File: src/rtl/wrsv_pkg.sv
// Shared types, constants and the CRC32C byte step for the log stream verifier.
`default_nettype none
package wrsv_pkg;

  localparam int unsigned QueueDepth = 4;
  localparam int unsigned QueuePtrW  = $clog2(QueueDepth);

  localparam logic [6:0]  HdrLastIdx  = 7'd63;
  localparam logic [6:0]  RecLastIdx  = 7'd71;
  localparam logic [63:0] HdrBytes    = 64'd64;
  localparam logic [63:0] RecBytes    = 64'd72;
  localparam logic [63:0] WordBytes   = 64'd4;
  localparam logic [63:0] MagicWord   = 64'h0032_4C41_5750_4159;
  localparam logic [63:0] VersionWord = 64'h0000_0040_0000_0001;
  localparam logic [31:0] CrcPoly     = 32'h82F6_3B78;
  localparam logic [31:0] CrcPreset   = 32'hFFFF_FFFF;
  localparam logic [31:0] UpsertReset = 32'd0;
  localparam logic [31:0] DeleteReset = 32'd1;
  localparam logic [15:0] MaxOpsReset = 16'd10000;
  localparam logic [2:0]  TextCount   = 3'd5;

  localparam logic [1:0] StatusOk     = 2'd0;
  localparam logic [1:0] StatusFormat = 2'd1;
  localparam logic [1:0] StatusRange  = 2'd2;

  typedef enum logic [1:0] {
    CFG_UPSERT = 2'd0,
    CFG_DELETE = 2'd1,
    CFG_MAX_OPS = 2'd2
  } cfg_idx_e;

  typedef enum logic [2:0] {
    PH_HEADER,
    PH_RECHDR,
    PH_TSEL,
    PH_TEXT,
    PH_VSTART,
    PH_VECTOR,
    PH_DONE,
    PH_STOP
  } phase_e;

  typedef struct packed {
    logic [7:0] data_byte;
    logic       last_byte;
  } in_item_t;

  typedef struct packed {
    logic [1:0]  status;
    logic [15:0] operation_total;
    logic [63:0] base_gen;
    logic [63:0] target_gen;
  } out_item_t;

  // Reflected CRC32C update over one byte.
  function automatic logic [31:0] crc_byte(logic [31:0] crc, logic [7:0] b);
    logic [31:0] c;
    c = crc ^ {24'd0, b};
    for (int k = 0; k < 8; k++) begin
      c = (c >> 1) ^ (CrcPoly & {32{c[0]}});
    end
    return c;
  endfunction

endpackage
`default_nettype wire

File: src/rtl/wrsv_in_queue.sv
// Front input queue: accepts byte transfers and hands them to the parser.
`default_nettype none
module wrsv_in_queue
  import wrsv_pkg::*;
(
  input  wire logic     clk_i,
  input  wire logic     rst_ni,
  input  wire logic     in_valid_i,
  output logic          in_ready_o,
  input  wire in_item_t in_data_i,
  output logic          q_valid_o,
  input  wire logic     q_pop_i,
  output in_item_t      q_data_o
);

  in_item_t                 mem_q [QueueDepth];
  logic [QueuePtrW-1:0]     wr_ptr_q, rd_ptr_q;
  logic [QueuePtrW:0]       count_q;
  logic                     push, pop;

  assign in_ready_o = (count_q != QueuePtrW'(0) + (QueuePtrW+1)'(QueueDepth));
  assign push       = in_valid_i && in_ready_o;
  assign pop        = q_pop_i && q_valid_o;
  assign q_valid_o  = (count_q != '0);
  assign q_data_o   = mem_q[rd_ptr_q];

  // Store incoming transfers.
  always_ff @(posedge clk_i) begin
    if (push) begin
      mem_q[wr_ptr_q] <= in_data_i;
    end
  end

  // Advance pointers and fill count.
  always_ff @(posedge clk_i or negedge rst_ni) begin
    if (!rst_ni) begin
      wr_ptr_q <= '0;
      rd_ptr_q <= '0;
      count_q  <= '0;
    end else begin
      if (push) wr_ptr_q <= wr_ptr_q + 1'b1;
      if (pop)  rd_ptr_q <= rd_ptr_q + 1'b1;
      if (push && !pop)      count_q <= count_q + 1'b1;
      else if (pop && !push) count_q <= count_q - 1'b1;
    end
  end

endmodule
`default_nettype wire

File: config.mk
export PLATFORM = sky130hd
export DESIGN_NAME = wrsv_in_queue
export DESIGN_NICKNAME = d
export VERILOG_FILES = /design/src/rtl/wrsv_pkg.sv /design/src/rtl/wrsv_in_queue.sv
export SDC_FILE = /design/constraint.sdc
export NUM_CORES = 1
export LEC_CHECK = 0
export BUFFER_PORTS_ARGS = -buffer_cell sky130_fd_sc_hd__buf_4
export CAP_MARGIN = 0
export CORE_MARGIN = 10
export CORE_UTILIZATION = 45
export DETAILED_ROUTE_END_ITERATION = 8
export GPL_ROUTABILITY_DRIVEN = 0
export PLACE_DENSITY = 0.64
export SLEW_MARGIN = 20
export SYNTH_ARGS = -nofsm -noshare
export SYNTH_HDL_FRONTEND = slang
export SYNTH_SLANG_ARGS = --single-unit
File: constraint.sdc
create_clock -name clk_i -period 5.1 [get_ports clk_i]
set_input_delay 0.51 -clock clk_i [delete_from_list [all_inputs] [get_ports clk_i]]
set_output_delay 0.51 -clock clk_i [all_outputs]
set_load 0.005 [all_outputs]
Yosys cells after proc, flatten, opt, wreduce, memory -nomap -nowiden
Memories as Yosys holds them, arrays and structs flattened. Cells that the tools add are included.

Register bits after elaboration: 7. Memories kept: 1. Memory bits (writable): 36. Bits of input ports: 13. Output and inout port bits: 11. Word-level logic and storage cells: 21.

Memory list: mem_q (depth 4, width 9, rd ports 1, clocked after memory_dff 0, write ports 1, RTL line wrsv_in_queue.sv:16) `in_item_t mem_q [QueueDepth];`.

Equal/unequal tests: 1. Muxes and demuxes: 4. Reduce and logical (&&, ||, !) cells: 8. Add/sub/neg operators: 4.

Operator list (count): two-way mux 3 bit (2); adder 2 x 1 -> 2 bit, second input constant (2); logical AND 1 bit (4); adder 3 x 1 -> 3 bit, second input constant (1); != test 3 bit, second input constant (1); nonzero test 3 bit (1); subtractor 3 x 1 -> 3 bit, second input constant (1); logical NOT 1 bit (2); two-way mux 1 bit (2); nonzero test 2 bit (1).

Longest topological paths before layout
Gate-level depths: netlist (run 1).

Word-level depth: 6. Depth in mapped cells: 8. Gate-level depth less buffers: 8.

Worst setup path after synthesis (run 1)
OpenSTA, ideal clock, no wires.

Kind: flip-flop to flip-flop. Start point: register count_q[2]. End point: register count_q[2]. Buffers on the path: 0. Arrival: 1.866 ns. Setup time: 0.079 ns. Cell stages (with the launch flop): 9. Path slack: 3.155 ns. Period minus slack after synthesis: 1.945 ns. Path through: dfrtp_1 > or3_4 > nand2_4 > ha_1 > inv_1 > fa_1 > xor2_1 > nor2_1 > xor2_1.

Longest elaborated chain between the ends: 5.

Ends and longest elaborated chain: from (decl) (RTL line wrsv_in_queue.sv:18) `logic [QueuePtrW:0] count_q;`; from (signal assigned) (RTL line wrsv_in_queue.sv:43) `if (push && !pop) count_q <= count_q + 1'b1;`; from (signal assigned) (RTL line wrsv_in_queue.sv:44) `else if (pop && !push) count_q <= count_q - 1'b1;`; nonzero test 3 bit * (RTL line wrsv_in_queue.sv:24) `assign q_valid_o = (count_q != '0);`; net q_valid_o (RTL line wrsv_in_queue.sv:11) `output logic q_valid_o,`; logical AND 1 bit * (RTL line wrsv_in_queue.sv:23) `assign pop = q_pop_i && q_valid_o;`; logical NOT 1 bit (RTL line wrsv_in_queue.sv:43); logical AND 1 bit (RTL line wrsv_in_queue.sv:43); two-way mux 3 bit / nonzero test 2 bit (equally long branches).

Mark *: on every way through the listed nets, which the timed path passes. The rest lies on a longest branch. The select of a mux whose other input is x is not followed. A chain may end at the register's enable or synchronous reset.

==> results of run 1 <==
synthesized netlist by cell type, drive strengths merged:
cell type and n:
edfxtp 36, a21boi 1, ha 5, xor2 2, or3 1, nand2 2, fa 1, mux2 2
mux4 9, dfrtp 7, and2 4, nand3 1, xnor2 4, nor2 2, inv 3, buf 2
path summary, 6_finish.rpt:
path	startpoint	endpoint	slack (ns)	cells after the start
max in group asynchronous	rst_ni	rd_ptr_q[0]	4.96	1
min in group clk_i	in_data_i[0]	mem_q[3][0]	0.41	1
min	rst_ni	count_q[0]	0.02	1
max reg2reg	count_q[0]	count_q[2]	3.06	8
min reg2reg	count_q[2]	count_q[2]	0.54	1
max	rd_ptr_q[0]	q_data_o[6]	2.79	2
layer usage:
metal	vias up	global-route usage (%)	wire length, um
met2	16	15.05	1457
li1	368	-	-
met5	-	0	0
met3	5	3.384	166
met4	0	4.082	37
met1	400	10.51	1043
registers in the layout, summed over array words and instances (netlist names):
register and count:
count_q 3, rd_ptr_q 2, mem_q 36, wr_ptr_q 2
worst max-delay path: stages (launching register included):
cell and delay [ns]:
dfrtp_1 0.78, mux4_2 0.59, buf_4 0.15
metrics by stage:
stage	instance area, um2	setup WS [ns]	total power [W]	hold slack, ns	instances
3_5_place_dp	1949	3.044	0.0009183	0.3299	151
6_report	2062	2.786	0.001151	0.02044	159
3_3_place_gp	1949	3.018	0.0009104	0.3285	151
2_1_floorplan	1733	3.155	0.0007757	0.2144	82
5_1_grt	2062	2.658	0.001231	0.01262	159
4_1_cts	2062	2.730	0.001175	0.01236	159
cells in the final DEF, fill, tap and decap left out:
master,n
buf_4,23
ha_1,5
nor2_1,2
nand2_1,1
mux2_2,1
a21boi_2,1
clkinv_2,1
clkbuf_8,5
mux2_4,1
inv_1,3
fa_1,1
bufinv_16,1
xnor2_1,4
dfrtp_1,7
or3_4,1
nand2_4,1
clkinv_4,1
edfxtp_1,36
mux4_2,9
xor2_1,2
and2_2,4
nand3_2,1
cell families after synthesis:
logic type | share of synthesized area (%)
compound gates | 0.6498
simple gates | 4.260
flops | 72.49
xor+xnor | 3.032
mux | 13.21
fa+ha+maj | 4.765
buf+inv | 1.588
final cells by class:
type | count | area share [%]
flip-flops and latches | 43 | 60.92
multi-input cells | 34 | 21.78
repair buffers | 23 | 8.374
clock buffers | 5 | 3.337
well taps | 48 | 2.913
clock inverters | 3 | 2.124
inverters | 3 | 0.5461
power by group through the flow:
stage | Clock (W) | Combinational [W] | Sequential, W
finish | 0.000256 | 0.000341 | 0.000553
detailed placement | 0 | 0.000354 | 0.000564
CTS | 0.000264 | 0.000354 | 0.000557
global placement | 0 | 0.000351 | 0.000560
global route | 0.000279 | 0.000383 | 0.000569
floorplan | 0 | 0.000263 | 0.000513
==> impl_metrics.tcl, run 1 <==
set metrics [dict create \
    area_delta_synth_final_pct 18.99 \
    io_pins 24 \
    intPower_w 0.0008310 \
    syn_inst 82 \
    worst_slew_pin_slew_ns 0.6690 \
    syn_area_per_cell_um2 21.13 \
    cts.repair.resized 0 \
    ys_warn_count 0 \
    rsz0062_at_grt "no" \
    finalSetupTns_ns 0 \
    start_util_pct 46.98 \
    cp.required_ns 4.59 \
    hold_viol 0 \
    synth_nets 101 \
    drc_errors 0 \
    cts_buffer_depth 2 \
    synth_top_area_cell "edfxtp_1" \
    grt_overflow 0 \
    dieArea_um2 6733 \
    synth_area_um2 1733 \
    cts_hold_buf 0 \
    status "complete, no violations" \
    slew_headroom_pct 55.40 \
    critical_path.max_fanout 11 \
    antenna_found_initial 0 \
    fillers 315 \
    drt_wl_total_um 2704 \
    fin_crit_ns 2.314 \
    drtIter0Drc 29 \
    power_frac_seq_pct 48.1 \
    vdd_drop_max_uv 268.0 \
    grt_max_degree 15 \
    netlist-cell-type-count 19 \
    vias 789 \
    rows 22 \
    swShare_pct 27.78 \
    ant_nets 0 \
    grt_pass1_wl_um 4526 \
    cts_buffers 5 \
    pwr-share-comb_pct 29.7 \
    diodes 0 \
    critPathKind "reg -> out" \
    regArea_um2 1256 \
    seq_area_frac_synth_pct 72.49 \
    core-area_um2 3689 \
    end_kind "output port" \
    final_nets 129 \
    switchingPower_w 0.0003196 \
    slew_violations 0 \
    power.leakage_nw 0.7608 \
    cts_tree "yes" \
    critPathLaunchType "flip-flop" \
    p_per_area_nw_per_um2 558.0 \
    die_w_um 82.06 \
    power_frac_clock_pct 22.2 \
    synth_top_area_share_pct 62.38 \
    h-tree-depth 2 \
    post_cts_buffers 0 \
    period_share_pct 45.38 \
    via_per_inst 4.962 \
    max_freq_mhz 432.1 \
    clock_latency_ns 0.29 \
    setup_violations 0 \
    fin_worst_skew_ns 0.005860 \
    cts.clk_slew.worst_paths_ns 0.08 \
    firstDrtPassIters 4 \
    fin_util_pct 55.90 \
    multi_input_area_um2 449.2 \
    cts_sinks 43 \
    grt_pass1_vias 880 \
    routedWlPerCell_um 17.01 \
    die_h_um 82.06 \
    cts_root_buffer "clkbuf_8" \
    maxCapViolCount 0 \
    drive_gt1_share_pct 45.05 \
    arrival_ns 1.80 \
    synth-seq-cells 43 \
    synth_area_leaders "edfxtp_1 62%, mux4_2 12%, dfrtp_1 10%, ha_1 3.6%, xnor2_1 2.0%" \
    dp_hpwl_um 1977 \
    holdCritPathClass "in -> async" \
    io_buffers 23 \
    grt_usage_pct 9.172 \
]
Note: power is estimated with default switching activity, not from simulation.
==> run 2: changes to the inputs <==
--- a/config.mk
+++ b/config.mk
@@ -11,7 +11,7 @@
 export CORE_UTILIZATION = 45
 export DETAILED_ROUTE_END_ITERATION = 8
 export GPL_ROUTABILITY_DRIVEN = 0
-export PLACE_DENSITY = 0.64
+export PLACE_DENSITY = 0.66
 export SLEW_MARGIN = 20
 export SYNTH_ARGS = -nofsm -noshare
 export SYNTH_HDL_FRONTEND = slang
==> constraint.sdc (replaced) <==
create_clock -name clk_i -period 1.95 [get_ports clk_i]
set_input_delay 0.195 -clock clk_i [delete_from_list [all_inputs] [get_ports clk_i]]
set_output_delay 0.195 -clock clk_i [all_outputs]
set_load 0.005 [all_outputs]
==> run 2 against run 1 <==
Effect of this change:
- critical path depth grew 6
- clock power rose by 110%
- hold slack gained 0.079 ns
- core utilization is 1.4 points higher
- register-to-register slack got worse by 3.0 ns
- final area up 2.5%
- clock skew shrank 0.0024 ns
- final cell count increased by 5.0%
- critical path type is now reg -> reg
==> impl_metrics.tcl, run 2 (same netlist as run 1, synthesis figures left out) <==
set metrics [dict create \
    grt_overflow 0 \
    vias 837 \
    drtIter0Drc 77 \
    power_frac_clock_pct 17.7 \
    routedWlPerCell_um 17.44 \
    drc_errors 0 \
    antenna_found_initial 0 \
    grt_usage_pct 9.437 \
    via_per_inst 5.012 \
    die_h_um 82.06 \
    io_pins 24 \
    worstSetupStartpoint "count_q[2]" \
    slew_violations 0 \
    max_freq_mhz 525.5 \
    grt_pass1_wl_um 4588 \
    intPower_w 0.002149 \
    cts_sinks 43 \
    maxCapViolCount 0 \
    cts_tree "yes" \
    final_cell_mix "36 x edfxtp_1, 30 x buf_4, 9 x mux4_2" \
    pwr-share-comb_pct 36.7 \
    final_nets 137 \
    arrival_ns 2.12 \
    firstDrtPassIters 4 \
    worstReg2RegEnd "count_q[2]" \
    dp_cells 157 \
    end_kind "flip-flop" \
    place_area_um2 1994 \
    setup_violations 0 \
    largest_reg_flops 36 \
    start_util_pct 46.98 \
    rows 22 \
    diodes 0 \
    ant_nets 0 \
    holdCritPathClass "in -> reg" \
    stdcell_count 167 \
    hold_viol 0 \
    hold_ws_ns 0.09895 \
    cts.clk_slew.worst_paths_ns 0.08 \
    worst_slew_pin_slew_ns 0.4896 \
    critPathLaunchType "flip-flop" \
    h-tree-depth 2 \
    finalSetupTns_ns 0 \
    die_w_um 82.06 \
    dp_hpwl_um 2075 \
    grt_max_degree 14 \
    core-area_um2 3689 \
    clock_latency_ns 0.29 \
    switchingPower_w 0.0008830 \
    drt_wl_total_um 2912 \
    p_per_area_nw_per_um2 1435 \
    power_frac_seq_pct 45.6 \
    grt_pass1_vias 936 \
    status "complete, no violations" \
    cts_root_buffer "clkbuf_8" \
    power.leakage_nw 0.7797 \
    top_register "mem_q" \
    period_share_pct 97.58 \
    fin_util_pct 57.29 \
    r2r-start "count_q[2]" \
    area_delta_synth_final_pct 21.95 \
    drive_gt1_share_pct 49.58 \
    vdd_drop_max_uv 799.2 \
    rsz0062_at_grt "no" \
    fin_crit_ns 1.903 \
    design_area_um2 2113 \
    dieArea_um2 6733 \
    critPathKind "reg -> reg" \
    slew_headroom_pct 67.36 \
    fin_worst_skew_ns 0.003451 \
    worstSetupEndpoint "count_q[2]" \
    critical_path.max_fanout 2 \
    r2r_slack_ns 0.05 \
    cp.required_ns 2.17 \
    reg2regPathDepth 8 \
    top_regs "mem_q (36), count_q (3)" \
    cts_buffer_depth 2 \
    layout_commonest_cell "edfxtp_1" \
    cts_buffers 5 \
    swShare_pct 29.12 \
    io_buffers 23 \
]
## run 2: timing repair
item / CTS / global route
hold endpoints to repair: 7 / 0
buffers inserted: 1 / 0
pin swaps: 3 / 3
hold buffers: 1 / 0
resized for setup: 3 / 1
endpoints found under the setup margin: 1 / 2
## run 2: worst min-delay path by stage
stage                     cells after the start         start     endpoint  slack (ns)
after detailed placement                      1        rst_ni   count_q[1]        0.01
final                                         1  in_data_i[1]  mem_q[3][1]         0.1
after floorplan                               0        rst_ni   count_q[0]       -0.10
after global placement                        1        rst_ni   count_q[1]        0.01
after global routing                          1  in_data_i[8]  mem_q[3][8]        0.09
after CTS                                     1  in_data_i[3]  mem_q[2][3]        0.09
## run 2: through the flow
stage | setup slack [ns] | power, W
final | 0.04712 | 0.003032
after global routing | 0.001139 | 0.003230
after detailed placement | -0.04814 | 0.002511
after floorplan | 0.004637 | 0.002029
after CTS | 0.01254 | 0.003088
after global placement | 0.02422 | 0.002464
## run 2: worst max-delay path, stage by stage (launching register included)
cell and delay, ns:
dfrtp_1 0.38, or3_4 0.42, nand2_4 0.10, ha_4 0.13, inv_1 0.05, fa_2 0.33
xor2_1 0.15, nor2_1 0.11, xor2_1 0.16
## run 2: power groups by stage
stage	registers, W	logic (W)	clock network, W
4_1_cts	0.00139	0.00115	0.000556
3_5_place_dp	0.00140	0.00111	0
5_1_grt	0.00141	0.00123	0.000584
2_1_floorplan	0.00134	0.000688	0
6_report	0.00138	0.00111	0.000537
3_3_place_gp	0.00139	0.00107	0
## run 2: area by class of cell
type	count	area [um2]
multi-input cells	34	464.2
fillers	308	1575
repair buffers	31	235.2
inverters	3	11.26
well taps	48	60.06
flip-flops and latches	43	1257
clock buffers	6	72.57
clock inverters	2	12.51
## run 2: routing by layer
metal	share of wire, %	wire, um	up-vias	GRT usage, %
met5	0	0	-	0
met3	5.8	168	8	3.384
li1	-	-	383	-
met2	51	1482	19	14.66
met1	41	1192	427	11.04
met4	2.4	69	0	5.612
==> run 3: changes to the inputs <==
--- a/config.mk
+++ b/config.mk
@@ -12,6 +12,7 @@
 export DETAILED_ROUTE_END_ITERATION = 8
 export GPL_ROUTABILITY_DRIVEN = 0
 export PLACE_DENSITY = 0.66
+export SETUP_SLACK_MARGIN = 0.1
 export SLEW_MARGIN = 20
 export SYNTH_ARGS = -nofsm -noshare
 export SYNTH_HDL_FRONTEND = slang
==> run 3 against run 2 <==
Effect of this change:
- global-route usage up 0.11 points
- wire length up 1.8%
- hold slack better by 0.0042 ns
- first-iteration DRC count decreased by 23%
- non-clock buffer count increased by 2
- register-to-register slack gained 0.03 ns
- die area unchanged
- sequential power barely moved
==> impl_metrics.tcl, run 3 (same netlist as run 1, synthesis figures left out) <==
set metrics [dict create \
    critical_path.max_fanout 2 \
    slew_violations 0 \
    routedWlPerCell_um 17.53 \
    firstDrtPassIters 4 \
    core-area_um2 3689 \
    grt_usage_pct 9.549 \
    grt_overflow 0 \
    cts.clk_slew.worst_paths_ns 0.08 \
    fin_worst_skew_ns 0.005034 \
    path_buf_inv 1 \
    place_area_um2 2009 \
    top_regs "mem_q (36), count_q (3)" \
    maxCapViolCount 0 \
    final_nets 139 \
    end_kind "flip-flop" \
    via_per_inst 5.112 \
    antenna_found_initial 0 \
    period_share_pct 96.02 \
    pre_cts_ws_ns 0.01412 \
    h-tree-depth 2 \
    total_power_w 0.003120 \
    rsz0062_at_grt "yes" \
    drive_gt1_share_pct 51.24 \
    drtIter0Drc 59 \
    clock_latency_ns 0.29 \
    cp_common_cell "xor2_1" \
    cp.required_ns 2.16 \
    power.leakage_nw 0.7980 \
    final_cell_mix "36 x edfxtp_1, 32 x buf_4, 9 x mux4_2" \
    setup_violations 0 \
    cts_buffers 5 \
    design_area_um2 2142 \
    worst_slew_pin_slew_ns 0.4541 \
    fillers 291 \
    die_w_um 82.06 \
    layout_commonest_cell "edfxtp_1" \
    cts_root_buffer "clkbuf_8" \
    grt_max_degree 14 \
    met3_usage_pct 4.803 \
    max_freq_mhz 534.1 \
    largest_reg_flops 36 \
    die_h_um 82.06 \
    vdd_drop_max_uv 804.2 \
    cts_buffer_depth 2 \
    start_util_pct 46.98 \
    dieArea_um2 6733 \
    critPathKind "reg -> reg" \
    path_cells "or3_4 -> nand2_4 -> ha_4 -> inv_2 -> fa_2 -> xor2_1 -> nor2_1 -> xor2_1" \
    diodes 0 \
    io_buffers 23 \
    ant_nets 0 \
    slowest_stage "dfrtp_1" \
    holdCritPathClass "in -> reg" \
    fin_ws_ns 0.07759 \
    drc_errors 0 \
    cts_tree "yes" \
    finalSetupTns_ns 0 \
    vias 864 \
    slew_headroom_pct 69.73 \
    io_pins 24 \
    rows 22 \
    p_per_area_nw_per_um2 1457 \
    hold_viol 0 \
    grt_busiest_layer "met2" \
    arrival_ns 2.09 \
    drt_wl_total_um 2963 \
    grt.met2_usage_pct 16.38 \
    fin_crit_ns 1.872 \
    slowest_delay_ns 0.40 \
    top_register "mem_q" \
    dp_hpwl_um 2102 \
    cts_sinks 43 \
    grt_pass1_wl_um 4643 \
    fin_util_pct 58.07 \
    grt_pass1_vias 936 \
    path_delay_family "simple AND/OR/NAND/NOR gates" \
    area_delta_synth_final_pct 23.61 \
    grtUsageMet1_pct 10.01 \
    status "complete, no violations" \
    critPathLaunchType "flip-flop" \
]
## run 3: worst paths after layout
path / endpoint / slack, ns / cells past startpoint / startpoint
min in group asynchronous: count_q[1] / 0.25 / 2 / rst_ni
worst min register to register: wr_ptr_q[1] / 0.59 / 1 / wr_ptr_q[1]
worst max-delay path: count_q[2] / 0.08 / 8 / count_q[1]
max in group asynchronous: count_q[2] / 1.57 / 2 / rst_ni
worst min-delay path: mem_q[2][0] / 0.10 / 1 / in_data_i[0]
worst max register to register: count_q[2] / 0.08 / 8 / count_q[1]
## run 3: metrics by stage
| step | hold slack [ns] | cells |
|---|---|---|
| floorplan | -0.1006 | 82 |
| global placement | 0.01183 | 157 |
| detailed placement | 0.01598 | 157 |
| CTS | 0.09460 | 168 |
| global route | 0.08696 | 169 |
| finish | 0.1032 | 169 |
## run 3: cell type report
type / count / area, um2 / area share, %
Timing Repair Buffer: 33 / 250.2 / 11.68
Clock inverter: 2 / 11.26 / 0.5257
Tap cell: 48 / 60.06 / 2.804
Inverter: 3 / 11.26 / 0.5257
Sequential cell: 43 / 1256 / 58.64
Multi-Input combinational cell: 34 / 470.5 / 21.96
Clock buffer: 6 / 82.58 / 3.855
## run 3: routing by layer
layer  up-vias  part of all wire, %
li1        388                    -
met4         0                  1.1
met2        26                   53
met5         -                    0
met1       446                   38
met3         4                  8.1
## run 3: report_power, final
group / total [W] / internal [W] / switching [W]
combinational: 0.00119 / 0.000694 / 0.000501
sequential: 0.00136 / 0.00124 / 0.000118
clock: 0.000565 / 0.000282 / 0.000282
total: 0.00312 / 0.00222 / 0.000901
## run 3: timing repair
action | CTS | global route
pin swaps | 3 | 0
setup buffers | 2 | 1
hold buffers | 1 | 0
gates resized for setup | 1 | 2
endpoints found under the setup margin | 2 | 2
hold endpoints to repair | 7 | 0
